<file path="config.mk">
export PLATFORM = sky130hd
export DESIGN_NAME = sensor_grid_crop_framer_flat
export DESIGN_NICKNAME = d
export VERILOG_FILES = /design/src/rtl/sgcf_pkg.sv /design/src/rtl/sgcf_if.sv /design/src/rtl/sgcf_front.sv /design/src/rtl/sgcf_queue.sv /design/src/rtl/sgcf_back.sv /design/src/rtl/sensor_grid_crop_framer.sv /design/src/flat_wrapper.sv
export SDC_FILE = /design/constraint.sdc
export NUM_CORES = 1
export LEC_CHECK = 0
export CAP_MARGIN = 20
export CORE_ASPECT_RATIO = 1.1
export CORE_UTILIZATION = 25
export DETAILED_ROUTE_END_ITERATION = 12
export DONT_BUFFER_PORTS = 1
export PLACE_DENSITY = 0.35
export SYNTH_ARGS = -nofsm -noshare
export SYNTH_HDL_FRONTEND = slang
export SYNTH_HIERARCHICAL = 1
export SYNTH_SLANG_ARGS = --single-unit
</file>
<file path="constraint.sdc">
create_clock -name clk -period 7.4 [get_ports clk]
set_input_delay 0.37 -clock clk [delete_from_list [all_inputs] [get_ports clk]]
set_output_delay 0.37 -clock clk [all_outputs]
set_load 0.01 [all_outputs]
</file>
<file path="src/rtl/sgcf_pkg.sv">
`default_nettype none

package sgcf_pkg;

    // Command queue between the front and back ends
    localparam int QUEUE_DEPTH = 4;
    localparam int QPTR_W      = 2;
    localparam int QCNT_W      = QPTR_W + 1;

    // Frame sync bytes
    localparam logic [7:0] SYNC_A = 8'hAA;
    localparam logic [7:0] SYNC_B = 8'h55;

    // Register reset values and port widths
    localparam logic [7:0] FRAME_MODE_RESET = 8'd0;
    localparam logic [7:0] LIVE_LINES_RESET = 8'd8;
    localparam int         CFG_DATA_W       = 8;

    // Configuration register indexes
    typedef enum logic [0:0] {
        REG_FRAME_MODE = 1'b0,
        REG_LIVE_LINES = 1'b1
    } reg_index_t;

    // Work handed from the front end to the serializer
    typedef enum logic [1:0] {
        CMD_HEADER      = 2'd0,
        CMD_SAMPLE      = 2'd1,
        CMD_SAMPLE_LAST = 2'd2
    } cmd_kind_t;

    typedef struct packed {
        cmd_kind_t   kind;
        logic [7:0]  mode;
        logic [7:0]  width;
        logic [7:0]  height;
        logic [9:0]  total;
        logic [15:0] value;
        logic [15:0] sum;
    } cmd_t;

endpackage

`default_nettype wire

</file>
<file path="src/rtl/sgcf_if.sv">
`default_nettype none

// Input word: frame start or one node sample
interface sgcf_item_if;
    logic               valid;
    logic               ready;
    logic               func;
    logic [7:0]         x_size;
    logic [7:0]         y_size;
    logic [9:0]         node_count;
    logic signed [15:0] node_value;

    modport source (output valid, func, x_size, y_size, node_count, node_value,
                    input ready);
    modport sink   (input valid, func, x_size, y_size, node_count, node_value,
                    output ready);
endinterface

// Output word: one byte of the serialized frame
interface sgcf_byte_if;
    logic       valid;
    logic       ready;
    logic [7:0] out_byte;
    logic       frame_first;
    logic       frame_last;

    modport source (output valid, out_byte, frame_first, frame_last, input ready);
    modport sink   (input valid, out_byte, frame_first, frame_last, output ready);
endinterface

`default_nettype wire

</file>
<file path="src/rtl/sgcf_front.sv">
`default_nettype none

module sgcf_front #(
    parameter int MAX_NODES = 512
) (
    input  wire logic          clk,
    input  wire logic          rst_n,
    sgcf_item_if.sink          items,
    input  wire logic [7:0]    frame_mode,
    input  wire logic [7:0]    live_lines,
    input  wire logic          q_full,
    output logic               push,
    output sgcf_pkg::cmd_t     push_cmd
);

    localparam logic [16:0] MAX_WIDE = 17'(MAX_NODES);

    logic        open_reg,  open_next;
    logic        crop_reg,  crop_next;
    logic [7:0]  height_reg, height_next;
    logic [7:0]  live_reg,  live_next;
    logic [9:0]  total_reg, total_next;
    logic [9:0]  index_reg, index_next;
    logic [7:0]  line_reg,  line_next;
    logic [15:0] sum_reg,   sum_next;

    logic        accept;
    logic [9:0]  cnt;
    logic [7:0]  xm1;
    logic [15:0] span;
    logic [16:0] need;
    logic [15:0] width_live;
    logic        crop;
    logic [9:0]  total;
    logic        keep;
    logic [7:0]  line_inc;
    logic [9:0]  index_inc;
    logic [15:0] sum_inc;

    assign items.ready = !q_full;
    assign accept      = items.valid && items.ready;

    // Clamp the promised count and decide on cropping
    always_comb
    begin
        if (17'(items.node_count) > MAX_WIDE)
        begin
            cnt = MAX_WIDE[9:0];
        end
        else
        begin
            cnt = items.node_count;
        end
        xm1        = items.x_size - 8'd1;
        span       = {8'd0, xm1} * {8'd0, items.y_size};
        need       = {1'b0, span} + {9'd0, live_lines};
        width_live = {8'd0, items.x_size} * {8'd0, live_lines};
        crop       = (items.x_size != 8'd0) && (live_lines != 8'd0) &&
                     (items.y_size > live_lines) && ({7'd0, cnt} >= need);
        total      = crop ? width_live[9:0] : cnt;
    end

    // Track the open frame and build the command for the serializer
    always_comb
    begin
        open_next   = open_reg;
        crop_next   = crop_reg;
        height_next = height_reg;
        live_next   = live_reg;
        total_next  = total_reg;
        index_next  = index_reg;
        line_next   = line_reg;
        sum_next    = sum_reg;
        push        = 1'b0;
        keep        = 1'b0;
        line_inc    = line_reg + 8'd1;
        index_inc   = index_reg + 10'd1;
        sum_inc     = sum_reg + {8'd0, items.node_value[7:0]}
                              + {8'd0, items.node_value[15:8]};

        push_cmd.kind   = sgcf_pkg::CMD_HEADER;
        push_cmd.mode   = frame_mode;
        push_cmd.width  = items.x_size;
        push_cmd.height = crop ? live_lines : items.y_size;
        push_cmd.total  = total;
        push_cmd.value  = items.node_value;
        push_cmd.sum    = sum_inc;

        if (accept && !items.func)
        begin
            open_next = 1'b0;
            if (cnt != 10'd0)
            begin
                open_next   = 1'b1;
                crop_next   = crop;
                height_next = items.y_size;
                live_next   = live_lines;
                total_next  = total;
                index_next  = 10'd0;
                line_next   = 8'd0;
                sum_next    = 16'd0;
                push        = 1'b1;
            end
        end
        else if (accept && open_reg)
        begin
            keep = !crop_reg || (line_reg < live_reg);
            // Advance the line position within the column
            if (crop_reg)
            begin
                line_next = (line_inc >= height_reg) ? 8'd0 : line_inc;
            end
            if (keep)
            begin
                push       = 1'b1;
                sum_next   = sum_inc;
                index_next = index_inc;
                if (index_inc >= total_reg)
                begin
                    push_cmd.kind = sgcf_pkg::CMD_SAMPLE_LAST;
                    open_next     = 1'b0;
                end
                else
                begin
                    push_cmd.kind = sgcf_pkg::CMD_SAMPLE;
                end
            end
        end
    end

    // Hold frame state
    always_ff @(posedge clk or negedge rst_n)
    begin
        if (!rst_n)
        begin
            open_reg   <= 1'b0;
            crop_reg   <= 1'b0;
            height_reg <= 8'd0;
            live_reg   <= 8'd0;
            total_reg  <= 10'd0;
            index_reg  <= 10'd0;
            line_reg   <= 8'd0;
            sum_reg    <= 16'd0;
        end
        else
        begin
            open_reg   <= open_next;
            crop_reg   <= crop_next;
            height_reg <= height_next;
            live_reg   <= live_next;
            total_reg  <= total_next;
            index_reg  <= index_next;
            line_reg   <= line_next;
            sum_reg    <= sum_next;
        end
    end

endmodule

`default_nettype wire

</file>
<file path="src/rtl/sgcf_queue.sv">
`default_nettype none

module sgcf_queue (
    input  wire logic           clk,
    input  wire logic           rst_n,
    input  wire logic           push,
    input  wire sgcf_pkg::cmd_t push_cmd,
    output logic                full,
    input  wire logic           pop,
    output logic                head_valid,
    output sgcf_pkg::cmd_t      head_cmd
);

    sgcf_pkg::cmd_t                   entry_reg [sgcf_pkg::QUEUE_DEPTH];
    logic [sgcf_pkg::QPTR_W-1:0]      wr_ptr_reg, wr_ptr_next;
    logic [sgcf_pkg::QPTR_W-1:0]      rd_ptr_reg, rd_ptr_next;
    logic [sgcf_pkg::QCNT_W-1:0]      count_reg,  count_next;

    assign full       = (count_reg == sgcf_pkg::QCNT_W'(sgcf_pkg::QUEUE_DEPTH));
    assign head_valid = (count_reg != '0);
    assign head_cmd   = entry_reg[rd_ptr_reg];

    // Advance pointers and occupancy
    always_comb
    begin
        wr_ptr_next = wr_ptr_reg;
        rd_ptr_next = rd_ptr_reg;
        count_next  = count_reg;
        if (push)
        begin
            wr_ptr_next = wr_ptr_reg + sgcf_pkg::QPTR_W'(1);
        end
        if (pop)
        begin
            rd_ptr_next = rd_ptr_reg + sgcf_pkg::QPTR_W'(1);
        end
        if (push && !pop)
        begin
            count_next = count_reg + sgcf_pkg::QCNT_W'(1);
        end
        else if (pop && !push)
        begin
            count_next = count_reg - sgcf_pkg::QCNT_W'(1);
        end
    end

    always_ff @(posedge clk or negedge rst_n)
    begin
        if (!rst_n)
        begin
            wr_ptr_reg <= '0;
            rd_ptr_reg <= '0;
            count_reg  <= '0;
        end
        else
        begin
            wr_ptr_reg <= wr_ptr_next;
            rd_ptr_reg <= rd_ptr_next;
            count_reg  <= count_next;
        end
    end

    // Store the incoming command
    always_ff @(posedge clk)
    begin
        if (push)
        begin
            entry_reg[wr_ptr_reg] <= push_cmd;
        end
    end

endmodule

`default_nettype wire

</file>
<file path="src/rtl/sgcf_back.sv">
`default_nettype none

module sgcf_back (
    input  wire logic           clk,
    input  wire logic           rst_n,
    input  wire logic           q_valid,
    input  wire sgcf_pkg::cmd_t q_cmd,
    output logic                q_pop,
    sgcf_byte_if.source         stream
);

    logic [2:0] step_reg,  step_next;
    logic       valid_reg, valid_next;
    logic [7:0] byte_reg,  byte_next;
    logic       first_reg, first_next;
    logic       last_reg,  last_next;

    logic       load;
    logic [2:0] last_step;
    logic [7:0] sel_byte;

    assign stream.valid       = valid_reg;
    assign stream.out_byte    = byte_reg;
    assign stream.frame_first = first_reg;
    assign stream.frame_last  = last_reg;

    assign load  = q_valid && (!valid_reg || stream.ready);
    assign q_pop = load && (step_reg == last_step);

    // Pick the byte for the current step of the command
    always_comb
    begin
        last_step = 3'd1;
        sel_byte  = q_cmd.value[7:0];
        unique case (q_cmd.kind)
            sgcf_pkg::CMD_HEADER:
            begin
                last_step = 3'd6;
                case (step_reg)
                    3'd0:    sel_byte = sgcf_pkg::SYNC_A;
                    3'd1:    sel_byte = sgcf_pkg::SYNC_B;
                    3'd2:    sel_byte = q_cmd.mode;
                    3'd3:    sel_byte = q_cmd.width;
                    3'd4:    sel_byte = q_cmd.height;
                    3'd5:    sel_byte = q_cmd.total[7:0];
                    default: sel_byte = {6'd0, q_cmd.total[9:8]};
                endcase
            end
            sgcf_pkg::CMD_SAMPLE_LAST:
            begin
                last_step = 3'd3;
                case (step_reg)
                    3'd0:    sel_byte = q_cmd.value[7:0];
                    3'd1:    sel_byte = q_cmd.value[15:8];
                    3'd2:    sel_byte = q_cmd.sum[7:0];
                    default: sel_byte = q_cmd.sum[15:8];
                endcase
            end
            default:
            begin
                last_step = 3'd1;
                sel_byte  = (step_reg == 3'd0) ? q_cmd.value[7:0] : q_cmd.value[15:8];
            end
        endcase
    end

    // Load the output register one byte at a time
    always_comb
    begin
        step_next  = step_reg;
        valid_next = valid_reg;
        byte_next  = byte_reg;
        first_next = first_reg;
        last_next  = last_reg;
        if (load)
        begin
            valid_next = 1'b1;
            byte_next  = sel_byte;
            first_next = (q_cmd.kind == sgcf_pkg::CMD_HEADER) && (step_reg == 3'd0);
            last_next  = (q_cmd.kind == sgcf_pkg::CMD_SAMPLE_LAST) &&
                         (step_reg == last_step);
            step_next  = (step_reg == last_step) ? 3'd0 : step_reg + 3'd1;
        end
        else if (stream.ready)
        begin
            valid_next = 1'b0;
        end
    end

    always_ff @(posedge clk or negedge rst_n)
    begin
        if (!rst_n)
        begin
            step_reg  <= 3'd0;
            valid_reg <= 1'b0;
        end
        else
        begin
            step_reg  <= step_next;
            valid_reg <= valid_next;
        end
    end

    always_ff @(posedge clk)
    begin
        byte_reg  <= byte_next;
        first_reg <= first_next;
        last_reg  <= last_next;
    end

endmodule

`default_nettype wire

</file>
<file path="src/rtl/sensor_grid_crop_framer.sv">
// Sensor grid crop framer: takes a frame-start word (width, height, sample count) and then
// signed 16-bit node samples in column order, and emits the frame as one byte per output
// word: sync 0xAA 0x55, mode, width, height, count low/high, two bytes per kept sample, and
// a 16-bit byte sum low byte first. The front end accepts one input word per cycle whenever
// its four-entry command queue has room; the serializer behind it emits one byte per cycle
// while the output side is ready, through a registered output stage. Dropped samples
// (cropped lines, no open frame) and empty frame starts emit nothing. The user must see
// that registers are written through wr_en / wr_index / wr_data only while the block is
// idle; the block itself does not enforce this.
`default_nettype none

module sensor_grid_crop_framer #(
    parameter int MAX_NODES = 512
) (
    input  wire logic                            clk,
    input  wire logic                            rst_n,
    sgcf_item_if.sink                            items,
    sgcf_byte_if.source                          stream,
    input  wire logic                            wr_en,
    input  wire logic                            wr_index,
    input  wire logic [sgcf_pkg::CFG_DATA_W-1:0] wr_data
);

    logic [7:0]     frame_mode_reg;
    logic [7:0]     live_lines_reg;

    logic           q_full;
    logic           q_push;
    sgcf_pkg::cmd_t q_push_cmd;
    logic           q_pop;
    logic           q_valid;
    sgcf_pkg::cmd_t q_head;

    // Hold configuration registers
    always_ff @(posedge clk or negedge rst_n)
    begin
        if (!rst_n)
        begin
            frame_mode_reg <= sgcf_pkg::FRAME_MODE_RESET;
            live_lines_reg <= sgcf_pkg::LIVE_LINES_RESET;
        end
        else if (wr_en)
        begin
            unique case (sgcf_pkg::reg_index_t'(wr_index))
                sgcf_pkg::REG_FRAME_MODE: frame_mode_reg <= wr_data;
                sgcf_pkg::REG_LIVE_LINES: live_lines_reg <= wr_data;
                default:                  frame_mode_reg <= frame_mode_reg;
            endcase
        end
    end

    sgcf_front #(
        .MAX_NODES (MAX_NODES)
    ) u_front (
        .clk        (clk),
        .rst_n      (rst_n),
        .items      (items),
        .frame_mode (frame_mode_reg),
        .live_lines (live_lines_reg),
        .q_full     (q_full),
        .push       (q_push),
        .push_cmd   (q_push_cmd)
    );

    sgcf_queue u_queue (
        .clk        (clk),
        .rst_n      (rst_n),
        .push       (q_push),
        .push_cmd   (q_push_cmd),
        .full       (q_full),
        .pop        (q_pop),
        .head_valid (q_valid),
        .head_cmd   (q_head)
    );

    sgcf_back u_back (
        .clk     (clk),
        .rst_n   (rst_n),
        .q_valid (q_valid),
        .q_cmd   (q_head),
        .q_pop   (q_pop),
        .stream  (stream)
    );

endmodule

`default_nettype wire

</file>
<file path="src/flat_wrapper.sv">
// flat-port wrapper written by rule: the top's interface ports become plain ports
module sensor_grid_crop_framer_flat 
#(
    parameter int MAX_NODES = 512
)
  (clk, rst_n, wr_en, wr_index, wr_data, items_valid, items_func, items_x_size, items_y_size, items_node_count, items_node_value, items_ready, stream_valid, stream_out_byte, stream_frame_first, stream_frame_last, stream_ready);
  sgcf_item_if items_i ();
  sgcf_byte_if stream_i ();
  input  wire logic clk;
  input  wire logic rst_n;
  input  wire logic wr_en;
  input  wire logic wr_index;
  input  wire logic [sgcf_pkg::CFG_DATA_W-1:0] wr_data;
  input wire logic [$bits(items_i.valid)-1:0] items_valid;
  input wire logic [$bits(items_i.func)-1:0] items_func;
  input wire logic [$bits(items_i.x_size)-1:0] items_x_size;
  input wire logic [$bits(items_i.y_size)-1:0] items_y_size;
  input wire logic [$bits(items_i.node_count)-1:0] items_node_count;
  input wire logic [$bits(items_i.node_value)-1:0] items_node_value;
  output wire logic [$bits(items_i.ready)-1:0] items_ready;
  output wire logic [$bits(stream_i.valid)-1:0] stream_valid;
  output wire logic [$bits(stream_i.out_byte)-1:0] stream_out_byte;
  output wire logic [$bits(stream_i.frame_first)-1:0] stream_frame_first;
  output wire logic [$bits(stream_i.frame_last)-1:0] stream_frame_last;
  input wire logic [$bits(stream_i.ready)-1:0] stream_ready;
  assign items_i.valid = items_valid;
  assign items_i.func = items_func;
  assign items_i.x_size = items_x_size;
  assign items_i.y_size = items_y_size;
  assign items_i.node_count = items_node_count;
  assign items_i.node_value = items_node_value;
  assign items_ready = items_i.ready;
  assign stream_valid = stream_i.valid;
  assign stream_out_byte = stream_i.out_byte;
  assign stream_frame_first = stream_i.frame_first;
  assign stream_frame_last = stream_i.frame_last;
  assign stream_i.ready = stream_ready;
  sensor_grid_crop_framer #(.MAX_NODES(MAX_NODES)) u_core (.clk(clk), .rst_n(rst_n), .items(items_i), .stream(stream_i), .wr_en(wr_en), .wr_index(wr_index), .wr_data(wr_data));
endmodule
</file>
==> qor.txt, run 1 <==
outcome: finished clean
slowest cell on the critical path: fa_1
CTS Buf Count: 44
antenna violations before repair: 0
CP Buf/Inv Count: 4
met3 Use GR: 0.02281
Min-Delay Path Class: input port to register
Final Wtd Congestion: 0.7644
clk slew on worst S/H paths: 0.06 ns
WHS Path Cells: 1
RSZ-0062 raised after global routing: false
Mapped Cells: 1668
post-DP HPWL: 42530 um
PortBufs: 0
total gr overflow: 0
Final Cycle Share: 0.8826
Setup Skew: 0.04034 ns
maximum clock rate: 153.1 MHz
CP Data Arrival Time: 6.82 ns
Power Dens Cells: 403.1 nW/um2
Final Hold Viols: 0
GRT Util Overall: 0.1460
Tmin final: 6.531 ns
clock buffer depth: 3
# rows: 112
Yosys top cell area share: 0.3961
Yosys reg bits: 371
busiest grt layer: met2
main flop type after synthesis: edfxtp_1
VDD IR-drop max: 0.0001800 V
Routed Antenna Nets: 0
worst hold margin: 0.08025 ns
hold buffers post-CTS: 42
required time of the critical path: 7.69 ns
Slew @ Worst Pin: 1.067 ns
crit-path most repeated cell: fa_1
routed wire length: 61580 um
setup TNS: 0 ns
Slew Limit Fails: 0
via count: 12830
clock sinks: 371
met1 Track Usage GR: 0.1787
Placement Setup Slack: 0.3063 ns
Setup crit start kind: input port
CTS tree: yes
post-CTS setup buffers: 0
# DRC: 0
drt wl/cell: 21.52 um
R2R cell count: 22
met2 Use GR: 0.2656
Initial Util: 0.2522
DIE AREA: 86700 um2
maxcap violations: 0
Post-synth EDFFs: 282
First DRT Iteration DRCs: 722
clk_lat worst skew: 0.59 ns
first-pass GRT wire length: 92900 um
Mapped Nets: 1925
Die H: 308.7 um
CP peak stage delay: 0.55 ns
ANT cells: 0
vias in the first global route: 13920
vias per cell: 4.485
CTS H-tree depth: 2
Mapped Area: 21380 um2
Worst slew margin: 0.2890
most common cell in the netlist: edfxtp_1
Synth area leader: edfxtp_1
crit-path leading delay family: adder cells
Boundary Pins: 69
fin nets: 1942
post-synth cell types: 94
First-pass DRT Iterations: 4
Finish-stage setup viols: 0
share of cells above drive strength 1: 0.1273
largest net degree at the start of global routing: 90
average cell area after synthesis: 12.82 um2
type of destination of the critical path: register
CP Depth: 26
PnR worst setup slack: 0.8688 ns
share of flip-flops with an asynchronous set or reset: 0.2399
max reg flops: 272
synth warn: 6
top area cells in the synthesized netlist: edfxtp_1, dfrtp_1, fa_1
CTS root buf: clkbuf_16
Die W: 280.8 um
Max FO, Critical Path: 12
P&R area growth vs syn: 13.09%
Seq/Total Area, Yosys: 0.5003
Leak: 9.425 nW
most frequent cells after synthesis: edfxtp_1, inv_1, nand2_1
post-CTS sizing: 0
critical path type: input port to register
area of the core: 84780 um2
kinds of logic (layout without fill, tap and decap cells):
logic type                 count (synthesis)  after routing  synth area share
and+or+nand+nor                          437            437            0.1053
DFF                                      371            371            0.5003
buffers and inverters                    272            325           0.06519
AOI/OAI and AO/OA                        232            232           0.07175
adders and majority gates                200            200            0.1441
muxes                                    101            101           0.09024
xor gates and xnor gates                  55             55           0.02317
stage by stage:
step	std cells	utilization	total power [mW]	area, um2
after floorplan	1668	-	6.467	21380
after global placement	2737	0.2635	7.744	22340
after detailed placement	2737	0.2635	7.758	22340
after CTS	2861	0.2852	9.984	24180
after global routing	2861	0.2852	10.49	24180
final	2861	0.2852	9.747	24180
per-layer routing:
layer | part of all wire | wire length (um) | vias to the layer above
met3 | 0.032 | 1988 | 66
met5 | 0 | 0 | -
li1 | - | - | 5992
met4 | 0.021 | 1293 | 0
met1 | 0.43 | 26310 | 6602
met2 | 0.52 | 31990 | 173
worst reg2reg max path, cell delays in order, from the launching register on:
cell and delay, ns:
dfstp_2 0.54, inv_1 0.14, fa_1 0.59, inv_1 0.05, ha_1 0.28, ha_1 0.28
inv_1 0.06, fa_1 0.53, inv_1 0.04, ha_1 0.22, fa_1 0.47, a211oi_4 0.33
nor2_1 0.11, o21a_1 0.18, nor2_1 0.10, xor2_1 0.09, ha_1 0.29, o21ai_0 0.10
a31oi_1 0.17, o32ai_1 0.11, or3_4 0.49, nor2_4 0.33, mux2_1 0.42
cell type report:
cell class / instances / area [um2]
clock buffers: 61 / 1175
clock inverters: 21 / 226.5
fillers: 8720 / 60600
inverters: 168 / 630.6
multi-input cells: 1025 / 9330
flip-flops and latches: 371 / 10700
well taps: 1140 / 1426
repair buffers: 75 / 685.7
worst paths after layout:
path / start / endpoint / slack [ns]
max: items_x_size[0] / u_core/u_queue/entry_reg[0][45] / 0.87
min: items_y_size[7] / u_core/u_queue/entry_reg[1][49] / 0.08
max reg2reg: u_core/live_lines_reg[3] / u_core/u_queue/entry_reg[0][45] / 1.19
min reg2reg: u_core/u_queue/count_reg[2] / u_core/u_queue/count_reg[2] / 0.48
max in group asynchronous: rst_n / u_core/u_front/line_reg[7] / 6.40
min in group asynchronous: rst_n / u_core/frame_mode_reg[1] / 0.42
layout by cell type, fill, tap and decap left out, types with 8 or more instances in the layout:
cell type	count
xor2_1	22
clkbuf_1	16
or3_1	10
o211ai_1	10
and3_1	11
edfxtp_1	282
a222oi_1	10
nand3_1	58
dlygate4sd3_1	41
a21oi_1	39
o21ai_0	65
and2_1	59
ha_1	123
buf_4	33
inv_1	165
xnor2_1	32
nor2b_1	23
nand2_1	140
nor2_1	50
a31oi_1	18
mux4_2	68
fa_1	77
dfrtp_1	86
o21ai_1	13
clkinv_1	10
nand2b_1	25
mux2_2	15
clkbuf_16	44
mux2_4	8
a21o_1	12
nor3_1	14
where the power goes:
part	leakage, nW	internal (mW)	switching (mW)	total, mW
Sequential	3.71	2.95	0.323	3.28
Combinational	5.04	1.76	2.60	4.36
Clock	0.673	1.23	0.887	2.11
Note: power is estimated with default switching activity, not from simulation.
==> run 2: changes to the inputs <==
ABC_AREA = 1   (was not set)
CORE_ASPECT_RATIO = 1.75   (was 1.1)
==> run 2 against run 1 <==
Area after synthesis increased by 5.4%. Register-to-register slack improved by 0.16 ns. Routed wire length increased by 12%. Sequential share of layout area decreased by 1.8 points. Clock-buffer cell count decreased by 1. Utilization decreased by 0.32 points. Maximum frequency increased by 5.3%. Clock skew decreased by 0.011 ns. Cell area increased by 4.1%. Synthesized cell count increased by 46%. Critical path depth increased by 10. Critical path type unchanged. Critical endpoint is now u_core/u_queue/entry_reg[3][45].
==> qor.txt, run 2 <==
outcome: finished clean
vias per cell: 4.338
first-pass GRT wire length: 103700 um
Max FO, Critical Path: 27
Die H: 399.2 um
Mapped Cells: 2435
First DRT Iteration DRCs: 678
max reg flops: 272
Seq/Total Area, Yosys: 0.4746
Mapped Nets: 2692
P&R area growth vs syn: 11.69%
Yosys reg bits: 371
most frequent cells in the layout: nand2_1, inv_1, edfxtp_1
post-synth cell types: 46
post-DP HPWL: 49800 um
Routed Antenna Nets: 0
required time of the critical path: 7.70 ns
vias in the first global route: 16290
CTS Buf Count: 40
RSZ-0062 raised after global routing: false
clk_lat worst skew: 0.57 ns
Tmin final: 6.201 ns
via count: 15730
Yosys top cell area share: 0.3757
type of destination of the critical path: register
clock sinks: 371
# fillers: 9483
Die W: 229.0 um
PortBufs: 0
share of cells above drive strength 1: 0.06490
top area cells in the synthesized netlist: edfxtp_1, nand2_1, dfrtp_1
antenna violations before repair: 1
GRT Util Overall: 0.1528
average cell area after synthesis: 9.255 um2
Synth area leader: edfxtp_1
CP Data Arrival Time: 6.50 ns
DIE AREA: 91400 um2
CTS root buf: clkbuf_16
share of flip-flops with an asynchronous set or reset: 0.2399
main flop type after synthesis: edfxtp_1
hold buffers post-CTS: 41
maximum clock rate: 161.3 MHz
Worst slew margin: 0.3098
CP Buf/Inv Count: 8
Mapped Area: 22540 um2
Post-synth EDFFs: 282
Leak: 11.56 nW
Initial Util: 0.2525
setup TNS: 0 ns
Slew @ Worst Pin: 1.035 ns
largest net degree at the start of global routing: 221
post-CTS sizing: 0
drt wl/cell: 18.98 um
most frequent cells after synthesis: nand2_1, inv_1, edfxtp_1
Placement Setup Slack: 0.6525 ns
ANT cells: 0
Final Wtd Congestion: 0.8085
Slew Limit Fails: 0
most common cell in the netlist: nand2_1
post-CTS setup buffers: 0
VDD IR-drop max: 0.0001775 V
Min-Delay Path Class: input port to register
CTS tree: yes
First-pass DRT Iterations: 7
PnR worst setup slack: 1.199 ns
slowest cell on the critical path: fa_1
Final Hold Viols: 0
fin nets: 2675
CTS H-tree depth: 2
synth warn: 6
CP peak stage delay: 0.53 ns
Final Util: 0.2820
Power Dens Cells: 386.0 nW/um2
Finish-stage setup viols: 0
crit-path leading delay family: adder cells
clock buffer depth: 3
area of the core: 89260 um2
clk slew on worst S/H paths: 0.06 ns
routed wire length: 68810 um
Setup crit start kind: input port
# DRC: 0
Boundary Pins: 69
# rows: 145
total gr overflow: 0
most common cell after layout, fill and taps aside: nand2_1
Setup Skew: 0.02935 ns
maxcap violations: 0
critical path type: input port to register
Final Cycle Share: 0.8380
run 2: cell count changes after synthesis, sizes merged, moves of 30 or more:
cell,change
mux4,-68
mux2,-30
o211ai,+127
buf,+36
nor2,+74
nand3,+72
nand2,+521
and2,-64
inv,+296
run 2: kinds of logic (layout without fill, tap and decap cells):
group | after synthesis | count (layout) | synth area share
compound gates | 268 | 268 | 0.07762
xor+xnor | 41 | 41 | 0.01593
fa+ha+maj | 200 | 200 | 0.1367
buf+inv | 591 | 606 | 0.1138
flops | 371 | 371 | 0.4746
simple gates | 964 | 964 | 0.1813
run 2: worst reg2reg max path, delay by kind of cell (launching register included):
family,cells,cell delay [ns]
compound gates,3,0.55
buf+inv,6,0.59
simple gates,12,1.30
xor+xnor,1,0.14
fa+ha+maj,6,2.78
flops,1,0.45
run 2: cell type report:
| type | count | area [um2] | share of cell area |
|---|---|---|---|
| clock inverter | 14 | 160.2 | 0.006362 |
| tap | 1176 | 1471 | 0.05846 |
| sequential | 371 | 10700 | 0.4251 |
| timing repair buffer | 65 | 620.6 | 0.02465 |
| multi-input combinational | 1473 | 9290 | 0.3691 |
| inverter | 467 | 1770 | 0.07034 |
| clock buffer | 60 | 1157 | 0.04598 |
run 2: report_power, final:
part / switching (mW) / internal, mW / total (mW)
clock: 0.868 / 1.17 / 2.03
sequential: 0.299 / 2.88 / 3.18
combinational: 3.10 / 1.40 / 4.50
run 2: metal layers:
| layer | track usage | wire length, um |
|---|---|---|
| met1 | 0.1553 | 25460 |
| met2 | 0.3202 | 39920 |
| met3 | 0.01425 | 1756 |
| met4 | 0.04381 | 1675 |
| met5 | 0 | 0 |
run 2: path summary, 6_finish.rpt:
path,startpoint,to,slack (ns),depth (start not counted)
worst min register to register,u_core/u_queue/count_reg[2],u_core/u_queue/count_reg[2],0.48,2
max in group asynchronous,rst_n,u_core/u_queue/rd_ptr_reg[0],6.44,2
min in group asynchronous,rst_n,u_core/live_lines_reg[2],0.30,2
worst min-delay path,items_y_size[0],u_core/u_front/height_reg[0],0.04,2
worst max register to register,u_core/live_lines_reg[7],u_core/u_queue/entry_reg[3][45],1.35,28
worst max-delay path,items_x_size[0],u_core/u_queue/entry_reg[3][45],1.20,36
run 2: through the flow:
step / cell area [um2] / total power, mW / instances / hold WS, ns
after global placement: 23430 / 7.846 / 3511 / 0.07930
after floorplan: 22540 / 6.326 / 2435 / 0.07441
after global routing: 25170 / 10.52 / 3626 / 0.04984
after CTS: 25170 / 9.981 / 3626 / 0.006114
final: 25170 / 9.715 / 3626 / 0.03819
after detailed placement: 23430 / 7.848 / 3511 / 0.07884
==> run 3: changes to the inputs <==
PLACE_DENSITY = 0.37   (was 0.35)
clock period = 5.05 ns   (was 7.4 ns; I/O delays follow)
==> run 3 against run 2 <==
The run now ends with negative setup slack left. Utilization grew 1.4 points. First-iteration DRC count grew 3.7%. Clock power grew 47%. Non-clock buffer count grew 107. Sequential power grew 47%. Critical path depth shrank 2. Flip-flop and latch count is the same. Critical path type unchanged. Critical endpoint is now u_core/u_queue/entry_reg[2][43]. Largest cell class unchanged.
==> qor.txt, run 3 (synthesis gave the netlist of run 2 again) <==
Final Cycle Share: 1.062
outcome: finished, violations left
# rows: 145
Slew Limit Fails: 0
antenna violations before repair: 0
r2r setup slk: -0.29 ns
Setup Skew: 0.03147 ns
CTS root buf: clkbuf_16
critical path type: input port to register
GRT Util Overall: 0.1537
most frequent cells in the layout: nand2_1, inv_1, edfxtp_1
First-pass DRT Iterations: 5
drt wl/cell: 18.49 um
Final Hold Viols: 0
total gr overflow: 0
VDD IR-drop max: 0.0003083 V
clk slew on worst S/H paths: 0.06 ns
CP Buf/Inv Count: 10
Die H: 399.2 um
placed insts: 3597
overall power: 15.08 mW
P&R area growth vs syn: 17.29%
RSZ-0062 raised after global routing: true
Max FO, Critical Path: 15
Worst slew margin: 0.3916
Boundary Pins: 69
DIE AREA: 91400 um2
vias in the first global route: 17370
area of the core: 89260 um2
Final Wtd Congestion: 0.8118
clock sinks: 371
post-DP HPWL: 50620 um
CTS H-tree depth: 2
CTS tree: yes
Initial Util: 0.2525
CTS Buf Count: 39
Switch Pwr: 6.461 mW
CP Data Arrival Time: 5.68 ns
Final Non-Filler Cells: 3729
CP peak stage delay: 0.51 ns
max reg flops: 272
R2R cell count: 29
largest net degree at the start of global routing: 93
clock power share: 0.198
vias per cell: 4.374
clk_lat worst skew: 0.56 ns
slowest cell on the critical path: fa_1
sequential share of power: 0.309
Tmin final: 5.365 ns
Slew @ Worst Pin: 0.9126 ns
WHS Path Cells: 3
crit-path most repeated cell: fa_1
maxcap violations: 0
Finish-stage setup viols: 83
share of cells above drive strength 1: 0.1324
clock buffer depth: 3
most common cell after layout, fill and taps aside: nand2_1
via count: 16310
type of destination of the critical path: register
fin nets: 2781
routed wire length: 68950 um
Leak: 12.10 nW
CP Depth: 34
# DRC: 0
first-pass GRT wire length: 105700 um
Die W: 229.0 um
Placement Setup Slack: -1.048 ns
Comb pwr share: 0.493
ANT cells: 0
Routed Antenna Nets: 0
maximum clock rate: 186.4 MHz
Power Dens Cells: 570.5 nW/um2
PortBufs: 0
Post-Place Cell Area: 24220 um2
fin area: 26430 um2
PnR worst setup slack: -0.3149 ns
Int Pwr: 8.618 mW
required time of the critical path: 5.37 ns
First DRT Iteration DRCs: 703
failing checks: negative setup slack
Min-Delay Path Class: input port to register
crit-path leading delay family: adder cells
Setup crit start kind: input port
Switching Fraction: 0.4285
## run 3: cell count changes in the layout (fill, tap and decap cells not counted), sizes merged
cell,delta
clkinv,+5
buf,+98
inv,-4
dlygate4sd3,+8
bufinv,+4
clkbuf,-11
clkinvlp,+3
## run 3: routing by layer
metal  part of all wire  track usage
met1               0.35       0.1510
met2               0.57       0.3157
met3              0.028      0.01568
met4              0.046      0.06952
met5                  0            0
## run 3: power by group through the flow
stage	registers [mW]	clock network [mW]	logic [mW]
6_report	4.66	2.99	7.43
3_3_place_gp	4.73	0	7.22
3_5_place_dp	4.74	0	7.24
5_1_grt	4.74	3.20	8.39
2_1_floorplan	4.51	0	4.85
4_1_cts	4.68	3.09	7.48
## run 3: timing repair
action,in CTS,in global routing
resized for setup,40,49
setup buffers,8,4
endpoints found under the setup margin,83,83
cloned,1,1
hold buffers,49,0
endpoints found under the hold margin,219,0
pin swaps,22,23
## run 3: area by class of cell
| type | instances | area [um2] |
|---|---|---|
| Fill cell | 9442 | 62830 |
| Sequential cell | 371 | 10710 |
| Multi-Input combinational cell | 1473 | 9612 |
| Inverter | 467 | 1779 |
| Timing Repair Buffer | 172 | 1564 |
| Tap cell | 1176 | 1471 |
| Clock buffer | 48 | 1020 |
| Clock inverter | 22 | 281.5 |
## run 3: final timing paths
| path | end | from |
|---|---|---|
| max | u_core/u_queue/entry_reg[2][43] | items_x_size[0] |
| min | u_core/u_front/line_reg[1] | items_func |
| max reg2reg | u_core/u_queue/entry_reg[2][43] | u_core/live_lines_reg[7] |
| min reg2reg | u_core/u_queue/count_reg[2] | u_core/u_queue/count_reg[2] |
| max in group asynchronous | u_core/u_front/height_reg[5] | rst_n |
| min in group asynchronous | u_core/live_lines_reg[0] | rst_n |
## run 3: stage by stage
step	util	TNS, ns	hold WS (ns)
after floorplan	-	-53.23	-0.04309
after global placement	0.2714	-80.64	-0.03941
after detailed placement	0.2714	-84.07	-0.03865
after CTS	0.2939	-22.26	0.05585
after global routing	0.2961	-38.07	0.09700
final	0.2961	-18.90	0.07004
## run 3: worst reg2reg max path: cells and delay by family, from the launching register on
kind                       cells  cell delay, ns
AOI/OAI and AO/OA              4            0.43
xor gates and xnor gates       1            0.15
adders and majority gates      6            2.54
buffers and inverters          9            0.78
DFF                            1            0.38
and+or+nand+nor                9            0.85
